`config.mk`:
```
export PLATFORM = sky130hd
export DESIGN_NAME = iterative_square_root_unit
export DESIGN_NICKNAME = d
export VERILOG_FILES = /design/src/design/isr_pkg.sv /design/src/design/isr_div.sv /design/src/design/isr_mul.sv /design/src/design/iterative_square_root_unit.sv
export SDC_FILE = /design/constraint.sdc
export NUM_CORES = 1
export LEC_CHECK = 0
export BUFFER_PORTS_ARGS = -buffer_cell sky130_fd_sc_hd__clkbuf_2
export CAP_MARGIN = 20
export CORE_MARGIN = 4
export CORE_UTILIZATION = 45
export CTS_BUF_LIST = sky130_fd_sc_hd__clkbuf_16
export CTS_CLUSTER_SIZE = 40
export DETAILED_ROUTE_END_ITERATION = 12
export HOLD_SLACK_MARGIN = 0.06
export PLACE_DENSITY = 0.72
export SETUP_SLACK_MARGIN = 0.4
export SYNTH_ARGS = -nofsm -noshare
export SYNTH_HDL_FRONTEND = slang
export SYNTH_SLANG_ARGS = --single-unit
```
`constraint.sdc`:
```
create_clock -name clock -period 4.5 [get_ports clock]
set_input_delay 0.45 -clock clock [delete_from_list [all_inputs] [get_ports clock]]
set_output_delay 0.45 -clock clock [all_outputs]
set_load 0.05 [all_outputs]
```
`src/design/isr_pkg.sv`:
```
// Shared constants and helpers for the iterative square root unit.
// Used by the serial divider, the serial multiplier and the top level.
`timescale 1ns / 1ps
`default_nettype none

package isr_pkg;

   localparam int DATA_W         = 32;
   localparam int FRAC_BITS      = 16;
   localparam int MAX_ITERATIONS = 15;
   localparam int ITER_W         = 4;
   localparam int DIVD_W         = DATA_W + FRAC_BITS;
   localparam int PROD_W         = DIVD_W + DATA_W;
   localparam int CSR_IDX_W      = 2;
   localparam int STATUS_W       = 2;

   localparam logic [CSR_IDX_W-1:0] CSR_METHOD = 2'd0;
   localparam logic [CSR_IDX_W-1:0] CSR_START  = 2'd1;
   localparam logic [CSR_IDX_W-1:0] CSR_ITER   = 2'd2;

   localparam logic [STATUS_W-1:0] ST_OK       = 2'd0;
   localparam logic [STATUS_W-1:0] ST_DIV_ZERO = 2'd1;
   localparam logic [STATUS_W-1:0] ST_SAT      = 2'd2;

   localparam logic [DIVD_W-1:0] THREE_Q   = DIVD_W'(3) << FRAC_BITS;
   localparam logic [DIVD_W-1:0] RECIP_NUM = DIVD_W'(1) << (2 * FRAC_BITS);

   localparam logic [31:0] START_RESET = 32'd131072;
   localparam logic [ITER_W-1:0] ITER_RESET = 4'd3;

   function automatic logic over_data(input logic [PROD_W-1:0] v);
      return |v[PROD_W-1:DATA_W];
   endfunction

   function automatic logic [DATA_W-1:0] sat_data(input logic [PROD_W-1:0] v);
      return over_data(v) ? {DATA_W{1'b1}} : v[DATA_W-1:0];
   endfunction

endpackage

`default_nettype wire

```
`src/design/isr_div.sv`:
```
// Restoring divider, one quotient bit per cycle.
// Depends on isr_pkg for the operand widths.
`timescale 1ns / 1ps
`default_nettype none

module isr_div
   import isr_pkg::*;
(
   input  wire logic              clock,
   input  wire logic              reset,
   input  wire logic              start,
   input  wire logic [DIVD_W-1:0] dividend,
   input  wire logic [DATA_W-1:0] divisor,
   output logic                   busy,
   output logic                   done,
   output logic [DIVD_W-1:0]      quotient
);

   localparam int CNT_W = $clog2(DIVD_W);

   logic              busy_ff, busy_in;
   logic              done_ff, done_in;
   logic [CNT_W-1:0]  cnt_ff, cnt_in;
   logic [DATA_W-1:0] rem_ff, rem_in;
   logic [DATA_W-1:0] div_ff, div_in;
   logic [DIVD_W-1:0] quo_ff, quo_in;
   logic [DATA_W:0]   trial;
   logic [DATA_W:0]   diff;
   logic              fits;

   always_comb begin
      trial   = {rem_ff, quo_ff[DIVD_W-1]};
      diff    = trial - {1'b0, div_ff};
      fits    = trial >= {1'b0, div_ff};
      busy_in = busy_ff;
      done_in = 1'b0;
      cnt_in  = cnt_ff;
      rem_in  = rem_ff;
      div_in  = div_ff;
      quo_in  = quo_ff;
      if (start) begin
         busy_in = 1'b1;
         cnt_in  = '0;
         rem_in  = '0;
         div_in  = divisor;
         quo_in  = dividend;
      end else if (busy_ff) begin
         rem_in = fits ? diff[DATA_W-1:0] : trial[DATA_W-1:0];
         quo_in = {quo_ff[DIVD_W-2:0], fits};
         cnt_in = cnt_ff + 1'b1;
         if (cnt_ff == CNT_W'(DIVD_W - 1)) begin
            busy_in = 1'b0;
            done_in = 1'b1;
         end
      end
   end

   always_ff @(posedge clock) begin
      if (reset) begin
         busy_ff <= 1'b0;
         done_ff <= 1'b0;
      end else begin
         busy_ff <= busy_in;
         done_ff <= done_in;
      end
      cnt_ff <= cnt_in;
      rem_ff <= rem_in;
      div_ff <= div_in;
      quo_ff <= quo_in;
   end

   assign busy     = busy_ff;
   assign done     = done_ff;
   assign quotient = quo_ff;

endmodule

`default_nettype wire

```
`src/design/isr_mul.sv`:
```
// Shift-add multiplier, one multiplier bit per cycle.
// Depends on isr_pkg for the operand widths.
`timescale 1ns / 1ps
`default_nettype none

module isr_mul
   import isr_pkg::*;
(
   input  wire logic              clock,
   input  wire logic              reset,
   input  wire logic              start,
   input  wire logic [DIVD_W-1:0] mcand,
   input  wire logic [DATA_W-1:0] mplier,
   output logic                   busy,
   output logic                   done,
   output logic [PROD_W-1:0]      product
);

   localparam int CNT_W = $clog2(DATA_W);

   logic              busy_ff, busy_in;
   logic              done_ff, done_in;
   logic [CNT_W-1:0]  cnt_ff, cnt_in;
   logic [DIVD_W-1:0] mcand_ff, mcand_in;
   logic [PROD_W-1:0] prod_ff, prod_in;
   logic [DIVD_W:0]   sum;

   always_comb begin
      // The upper half accumulates while the multiplier bits shift out below.
      sum = {1'b0, prod_ff[PROD_W-1:DATA_W]}
          + (prod_ff[0] ? {1'b0, mcand_ff} : {(DIVD_W + 1){1'b0}});
      busy_in  = busy_ff;
      done_in  = 1'b0;
      cnt_in   = cnt_ff;
      mcand_in = mcand_ff;
      prod_in  = prod_ff;
      if (start) begin
         busy_in  = 1'b1;
         cnt_in   = '0;
         mcand_in = mcand;
         prod_in  = {{DIVD_W{1'b0}}, mplier};
      end else if (busy_ff) begin
         prod_in = {sum, prod_ff[DATA_W-1:1]};
         cnt_in  = cnt_ff + 1'b1;
         if (cnt_ff == CNT_W'(DATA_W - 1)) begin
            busy_in = 1'b0;
            done_in = 1'b1;
         end
      end
   end

   always_ff @(posedge clock) begin
      if (reset) begin
         busy_ff <= 1'b0;
         done_ff <= 1'b0;
      end else begin
         busy_ff <= busy_in;
         done_ff <= done_in;
      end
      cnt_ff   <= cnt_in;
      mcand_ff <= mcand_in;
      prod_ff  <= prod_in;
   end

   assign busy    = busy_ff;
   assign done    = done_ff;
   assign product = prod_ff;

endmodule

`default_nettype wire

```
`src/design/iterative_square_root_unit.sv`:
```
// Top level of the iterative square root unit: registers, sequencer, result register.
// Depends on isr_pkg, isr_div and isr_mul.
//
//   channel  direction  handshake            payload
//   req      in         req_valid/req_stall  operand_value
//   rsp      out        rsp_valid/rsp_stall  root_value, status_code
//   csr      in         csr_valid/csr_ready  index, wdata
//
// One item at a time. Babylonian mode runs one bit-serial division (48 quotient
// bits) per iteration. Newton mode runs a division for the reciprocal, up to
// three multiplies per iteration and a final product. The result register frees
// the datapath once loaded.
// Reset is synchronous and restores the register defaults; no clearing pass.
`timescale 1ns / 1ps
`default_nettype none

module iterative_square_root_unit
   import isr_pkg::*;
(
   input  wire logic                 clock,
   input  wire logic                 reset,
   input  wire logic                 req_valid,
   output logic                      req_stall,
   input  wire logic [DATA_W-1:0]    req_operand_value,
   output logic                      rsp_valid,
   input  wire logic                 rsp_stall,
   output logic [DATA_W-1:0]         rsp_root_value,
   output logic [STATUS_W-1:0]       rsp_status_code,
   input  wire logic                 csr_valid,
   output logic                      csr_ready,
   input  wire logic [CSR_IDX_W-1:0] csr_index,
   input  wire logic [31:0]          csr_wdata
);

   localparam logic [3:0] S_IDLE = 4'd0;
   localparam logic [3:0] S_BCHK = 4'd1;
   localparam logic [3:0] S_BDIV = 4'd2;
   localparam logic [3:0] S_NREC = 4'd3;
   localparam logic [3:0] S_NCHK = 4'd4;
   localparam logic [3:0] S_NSQ  = 4'd5;
   localparam logic [3:0] S_NU   = 4'd6;
   localparam logic [3:0] S_NRD  = 4'd7;
   localparam logic [3:0] S_NFIN = 4'd8;
   localparam logic [3:0] S_DONE = 4'd9;

   logic                method_ff;
   logic [DATA_W-1:0]   start_ff;
   logic [ITER_W-1:0]   iter_ff;

   logic [3:0]          state_ff, state_in;
   logic [DATA_W-1:0]   x_ff, x_in;
   logic [DATA_W-1:0]   a_ff, a_in;
   logic [ITER_W-1:0]   n_ff, n_in;
   logic [ITER_W-1:0]   cnt_ff, cnt_in;
   logic                sat_ff, sat_in;
   logic                divz_ff, divz_in;
   logic                rsp_valid_ff, rsp_valid_in;
   logic [DATA_W-1:0]   rsp_root_ff, rsp_root_in;
   logic [STATUS_W-1:0] rsp_status_ff, rsp_status_in;

   logic                div_start, div_busy, div_done;
   logic [DIVD_W-1:0]   div_dividend, div_quo;
   logic [DATA_W-1:0]   div_divisor;
   logic                mul_start, mul_busy, mul_done;
   logic [DIVD_W-1:0]   mul_mcand;
   logic [DATA_W-1:0]   mul_mplier;
   logic [PROD_W-1:0]   mul_prod;

   logic                req_take, rsp_free;
   logic [PROD_W-1:0]   bab_val, rec_val, nrd_val, fin_val;
   logic [DIVD_W-1:0]   s_val, d_val;
   logic                u_over;

   isr_div u_div (
      .clock    (clock),
      .reset    (reset),
      .start    (div_start),
      .dividend (div_dividend),
      .divisor  (div_divisor),
      .busy     (div_busy),
      .done     (div_done),
      .quotient (div_quo)
   );

   isr_mul u_mul (
      .clock   (clock),
      .reset   (reset),
      .start   (mul_start),
      .mcand   (mul_mcand),
      .mplier  (mul_mplier),
      .busy    (mul_busy),
      .done    (mul_done),
      .product (mul_prod)
   );

   assign csr_ready = 1'b1;

   always_ff @(posedge clock) begin
      if (reset) begin
         method_ff <= 1'b0;
         start_ff  <= START_RESET;
         iter_ff   <= ITER_RESET;
      end else if (csr_valid && csr_ready) begin
         unique case (csr_index)
            CSR_METHOD: method_ff <= csr_wdata[0];
            CSR_START:  start_ff  <= csr_wdata;
            CSR_ITER:   iter_ff   <= csr_wdata[ITER_W-1:0];
            default: ;
         endcase
      end
   end

   assign req_stall = (state_ff != S_IDLE);
   assign req_take  = req_valid && !req_stall;
   assign rsp_free  = !rsp_valid_ff || !rsp_stall;

   always_comb begin
      bab_val = (PROD_W'(a_ff) + PROD_W'(div_quo)) >> 1;
      rec_val = PROD_W'(div_quo);
      nrd_val = mul_prod >> (FRAC_BITS + 1);
      fin_val = mul_prod >> FRAC_BITS;
      s_val   = mul_prod[FRAC_BITS +: DIVD_W];
      // A product that would have saturated is far above three, so the exact
      // compare covers the saturating case as well.
      u_over  = mul_prod[PROD_W-1:FRAC_BITS] > (PROD_W - FRAC_BITS)'(THREE_Q);
      d_val   = THREE_Q - mul_prod[FRAC_BITS +: DIVD_W];
   end

   always_comb begin
      state_in      = state_ff;
      x_in          = x_ff;
      a_in          = a_ff;
      n_in          = n_ff;
      cnt_in        = cnt_ff;
      sat_in        = sat_ff;
      divz_in       = divz_ff;
      div_start     = 1'b0;
      div_dividend  = {x_ff, {FRAC_BITS{1'b0}}};
      div_divisor   = a_ff;
      mul_start     = 1'b0;
      mul_mcand     = DIVD_W'(a_ff);
      mul_mplier    = x_ff;
      rsp_valid_in  = rsp_valid_ff && rsp_stall;
      rsp_root_in   = rsp_root_ff;
      rsp_status_in = rsp_status_ff;

      unique case (state_ff)
         S_IDLE: begin
            if (req_take) begin
               x_in    = req_operand_value;
               n_in    = (32'(iter_ff) > MAX_ITERATIONS) ? ITER_W'(MAX_ITERATIONS)
                                                          : iter_ff;
               cnt_in  = '0;
               sat_in  = 1'b0;
               divz_in = 1'b0;
               a_in    = start_ff;
               if (!method_ff) begin
                  state_in = S_BCHK;
               end else if (start_ff == '0) begin
                  divz_in  = 1'b1;
                  state_in = S_DONE;
               end else begin
                  div_start    = 1'b1;
                  div_dividend = RECIP_NUM;
                  div_divisor  = start_ff;
                  state_in     = S_NREC;
               end
            end
         end
         S_BCHK: begin
            if (cnt_ff == n_ff) begin
               state_in = S_DONE;
            end else if (a_ff == '0) begin
               divz_in  = 1'b1;
               state_in = S_DONE;
            end else begin
               div_start = 1'b1;
               state_in  = S_BDIV;
            end
         end
         S_BDIV: begin
            if (div_done) begin
               a_in     = sat_data(bab_val);
               sat_in   = sat_ff || over_data(bab_val);
               cnt_in   = cnt_ff + 1'b1;
               state_in = S_BCHK;
            end
         end
         S_NREC: begin
            if (div_done) begin
               a_in     = sat_data(rec_val);
               sat_in   = sat_ff || over_data(rec_val);
               state_in = S_NCHK;
            end
         end
         S_NCHK: begin
            mul_start = 1'b1;
            if (cnt_ff == n_ff) begin
               state_in = S_NFIN;
            end else begin
               mul_mplier = a_ff;
               state_in   = S_NSQ;
            end
         end
         S_NSQ: begin
            if (mul_done) begin
               mul_start = 1'b1;
               mul_mcand = s_val;
               state_in  = S_NU;
            end
         end
         S_NU: begin
            if (mul_done) begin
               if (u_over) begin
                  a_in     = '0;
                  sat_in   = 1'b1;
                  cnt_in   = cnt_ff + 1'b1;
                  state_in = S_NCHK;
               end else begin
                  mul_start  = 1'b1;
                  mul_mplier = d_val[DATA_W-1:0];
                  state_in   = S_NRD;
               end
            end
         end
         S_NRD: begin
            if (mul_done) begin
               a_in     = sat_data(nrd_val);
               sat_in   = sat_ff || over_data(nrd_val);
               cnt_in   = cnt_ff + 1'b1;
               state_in = S_NCHK;
            end
         end
         S_NFIN: begin
            if (mul_done) begin
               a_in     = sat_data(fin_val);
               sat_in   = sat_ff || over_data(fin_val);
               state_in = S_DONE;
            end
         end
         S_DONE: begin
            if (rsp_free) begin
               rsp_valid_in = 1'b1;
               if (divz_ff) begin
                  rsp_root_in   = '0;
                  rsp_status_in = ST_DIV_ZERO;
               end else begin
                  rsp_root_in   = a_ff;
                  rsp_status_in = sat_ff ? ST_SAT : ST_OK;
               end
               state_in = S_IDLE;
            end
         end
         default: state_in = S_IDLE;
      endcase
   end

   always_ff @(posedge clock) begin
      if (reset) begin
         state_ff     <= S_IDLE;
         rsp_valid_ff <= 1'b0;
      end else begin
         state_ff     <= state_in;
         rsp_valid_ff <= rsp_valid_in;
      end
      x_ff          <= x_in;
      a_ff          <= a_in;
      n_ff          <= n_in;
      cnt_ff        <= cnt_in;
      sat_ff        <= sat_in;
      divz_ff       <= divz_in;
      rsp_root_ff   <= rsp_root_in;
      rsp_status_ff <= rsp_status_in;
   end

   assign rsp_valid       = rsp_valid_ff;
   assign rsp_root_value  = rsp_root_ff;
   assign rsp_status_code = rsp_status_ff;

`ifndef SYNTHESIS
   a_take_leaves_idle: assert property (@(posedge clock) disable iff (reset)
      req_valid && !req_stall |=> state_ff != S_IDLE)
      else $error("sequencer stayed idle after taking an item");

   a_units_exclusive: assert property (@(posedge clock) disable iff (reset)
      !(div_busy && mul_busy))
      else $error("divider and multiplier busy together");

   a_status_legal: assert property (@(posedge clock) disable iff (reset)
      rsp_valid |-> rsp_status_code != 2'd3)
      else $error("illegal status code on result");

   a_divzero_root: assert property (@(posedge clock) disable iff (reset)
      rsp_valid && rsp_status_code == ST_DIV_ZERO |-> rsp_root_value == '0)
      else $error("division by zero result carries a nonzero root");
`endif

endmodule

`default_nettype wire

```
==> out/metrics.cfg <==
[floorplanning]
die_area_mm2 = 0.0597
chipHeight_um = 244
start_util = 0.455
core-area_mm2 = 0.0552
chipWidth_um = 244
pin_count = 108
rows = 86

[final_layout]
finalCoreUtilization = 0.524
multi_input_area_mm2 = 0.0137
drive_gt1_frac = 0.138
fin_nets = 3078
nFillCells = 5083
seq_area_mm2 = 0.0108
area.growth.synth_to_final_pct = 15.2

[timing]
worst_slack_ns = 0.467
fmaxAchievable_ghz = 0.248
relSlewSlack = 0.416
worst_pin_slew_ns = 0.868
holdWs_ns = 0.0880
tns_ns = 0
rsz0062_at_grt = no
setup_violations = 0
maxSlewViolCount = 0
skew_ns = 0.0255
final.min_clock_period_ns = 4.03
hold_viol = 0
period_share = 0.896

[setup_path]
worst_ep_arrival_time_ns = 4.37
rr_worst_depth = 14
crit_end = a_ff[28]
reg2reg_from = a_ff[1]
path_buf_inv = 2
crit_fanout = 16
path_class = reg -> reg
path_cells = buf_4 > ha_1 > nand3_1 > a211o_1 > o21ai_1 > a31oi_2 > a21o_1 > nand3_1 > o21ai_0 > nor4_2 > or4b_4 > clkbuf_16 > nor3_2 > nor2_1
cp_top_family = compound AO/OA/AOI/OAI gates
crit-reg2reg-capture = a_ff[28]
startpoint_type = flop
crit_start = a_ff[1]
required_ns = 4.84
r2r_slack_ns = 0.47
cp-end-kind = flop
crit_slowest_cell = or4b_4
cp_slowest_stage_delay_ns = 0.57
cp.depth = 14
crit_top_cell = nand3_1

[synth]
synth.largest_area_cell = edfxtp_1
yosysUniqueCellTypes = 78
seq_area_frac_synth = 0.429
syn_inst = 2763
yosys.area.top_type_share = 0.320
synth_common_cells = nand2_1, edfxtp_1, nor2_1
yosys-top-cells-area = edfxtp_1, dfxtp_1, ha_1
yosysMostFrequentCell = nand2_1
syn_area_mm2 = 0.0251
synth_edf_count = 268
synth_nets = 2953
syn_area_per_cell_um2 = 9.09
async_flop_share = 0
synth_flop_cell = edfxtp_1
ys_ff_latch = 405
yosys_warnings = 0

[detailed_routing]
viasPerCell = 6.26
first_iter_violations = 3024
first_pass_iters = 12
route.detailed.drc = 0
final_antenna_net_count = 0
totalWireLength_um = 87600
wl_per_cell_um = 23.8
vias = 23000

[clock_network]
htree_levels = 2
clk_latency_ns = 0.60
cts_buffers = 46
root_buffer = clkbuf_16
clockBufferDepth = 3
clkTransAtPathRegs_ns = 0.07
cts_tree = built
cts.sinks = 405

[global_routing]
grt_usage = 0.281
gr-total-overflow = 0
grt_pass1_vias = 21400
grt_max_degree = 97
antenna_found_initial = 1
grt_pass1_wl_um = 131000

[run]
max_cap_violations = 0

[placement]
post-place-ws_ns = 0.226
io_buffers = 106
dp.final_hpwl_um = 62900
gp_congestion = 1.04

[status]
status = complete, no violations

[worst_hold_path]
hold_class = in -> reg
whs_path_depth = 3

[power]
irDropWorstVdd_mv = 0.606
power_density_mw_per_mm2 = 781
p_leak_nw = 11.2

[kinds of logic (layout without fill, tap and decap cells)]
group,after synthesis,count (layout),synth area share
AOI/OAI and AO/OA,753,753,0.193
other,1,2,0.000149
buffers and inverters,246,407,0.0383
muxes,81,81,0.0338
DFF,405,405,0.429
xor gates and xnor gates,126,126,0.0439
adders and majority gates,119,119,0.0602
and+or+nand+nor,1032,1032,0.201
[worst register-to-register path, cell delays in order (launching register included)]
cell       delay (ns)
edfxtp_1         0.42
buf_4            0.19
ha_1             0.27
nand3_1          0.10
a211o_1          0.32
o21ai_1          0.43
a31oi_2          0.28
a21o_1           0.23
nand3_1          0.07
o21ai_0          0.11
nor4_2           0.29
or4b_4           0.57
clkbuf_16        0.24
nor3_2           0.19
nor2_1           0.06
[worst min path at each step]
stage / startpoint / endpoint / slack (ns)
global route: csr_wdata[10] / start_ff[10] / 0.08
CTS: csr_wdata[15] / start_ff[15] / 0.06
finish: csr_wdata[30] / start_ff[30] / 0.09
global placement: start_ff[18] / start_ff[18] / 0.48
detailed placement: start_ff[18] / start_ff[18] / 0.48
floorplan: iter_ff[2] / n_ff[2] / 0.41
[cells in the final DEF, fill, tap and decap left out, types with 30 or more instances in the layout]
cell,count
and2_1,92
o22ai_1,58
a22o_1,30
a21oi_1,188
nor4_1,35
inv_1,90
dfxtp_1,135
edfxtp_1,268
xor2_1,52
ha_1,109
nor2b_1,47
nand4_1,36
a21o_1,30
dlygate4sd3_1,32
nand2_1,371
mux2i_1,50
o21ai_0,169
a222oi_1,32
clkbuf_16,53
xnor2_1,74
clkbuf_2,106
nand3_1,41
buf_4,91
mux2_2,31
nor2_1,227
[flip-flops by register name, indices dropped and copies added (netlist names), 5 cells and up]
register / count
rsp_root_value: 32
a_ff: 32
u_mul.product: 80
u_div.quotient: 48
x_ff: 32
u_mul.cnt_ff: 5
u_div.cnt_ff: 6
u_div.div_ff: 32
u_mul.mcand_ff: 48
u_div.rem_ff: 32
start_ff: 32
[what timing repair did]
action                     CTS  global route
gates cloned                 0             2
setup endpoints to repair   33           107
hold buffers                32             0
gates resized for setup      4            50
pin swaps                    2            13
hold endpoints to repair    32             0
buffers inserted             0            12
[report_power, final]
group | internal, mW | total (mW) | switching (mW)
clock | 2.17 | 3.74 | 1.58
combinational | 4.44 | 12.2 | 7.71
sequential | 5.58 | 6.71 | 1.13
[layer usage]
metal / vias up / global-route usage / part of all wire
li1: 10400 / - / -
met4: 0 / 0.147 / 0.064
met1: 10900 / 0.373 / 0.39
met2: 1335 / 0.437 / 0.44
met5: - / 0 / 0
met3: 294 / 0.0554 / 0.10
[stage by stage]
stage,instances,cell area [µm²],power [mW]
6_report,3673,29000,22.6
5_1_grt,3672,28900,23.9
4_1_cts,3656,28500,22.0
3_5_place_dp,3540,26700,18.1
3_3_place_gp,3540,26700,17.9
2_1_floorplan,2763,25100,14.3
[final cells by class]
cell class                      instances  share of cell area
Timing Repair Buffer                  239              0.0606
Clock inverter                         34             0.00817
Tap cell                              748              0.0323
Multi-Input combinational cell       2112               0.472
Antenna cell                            1           0.0000864
Sequential cell                       405               0.373
Inverter                               84              0.0109
Clock buffer                           50              0.0432
No activity file was read; power rests on OpenSTA's default activity.
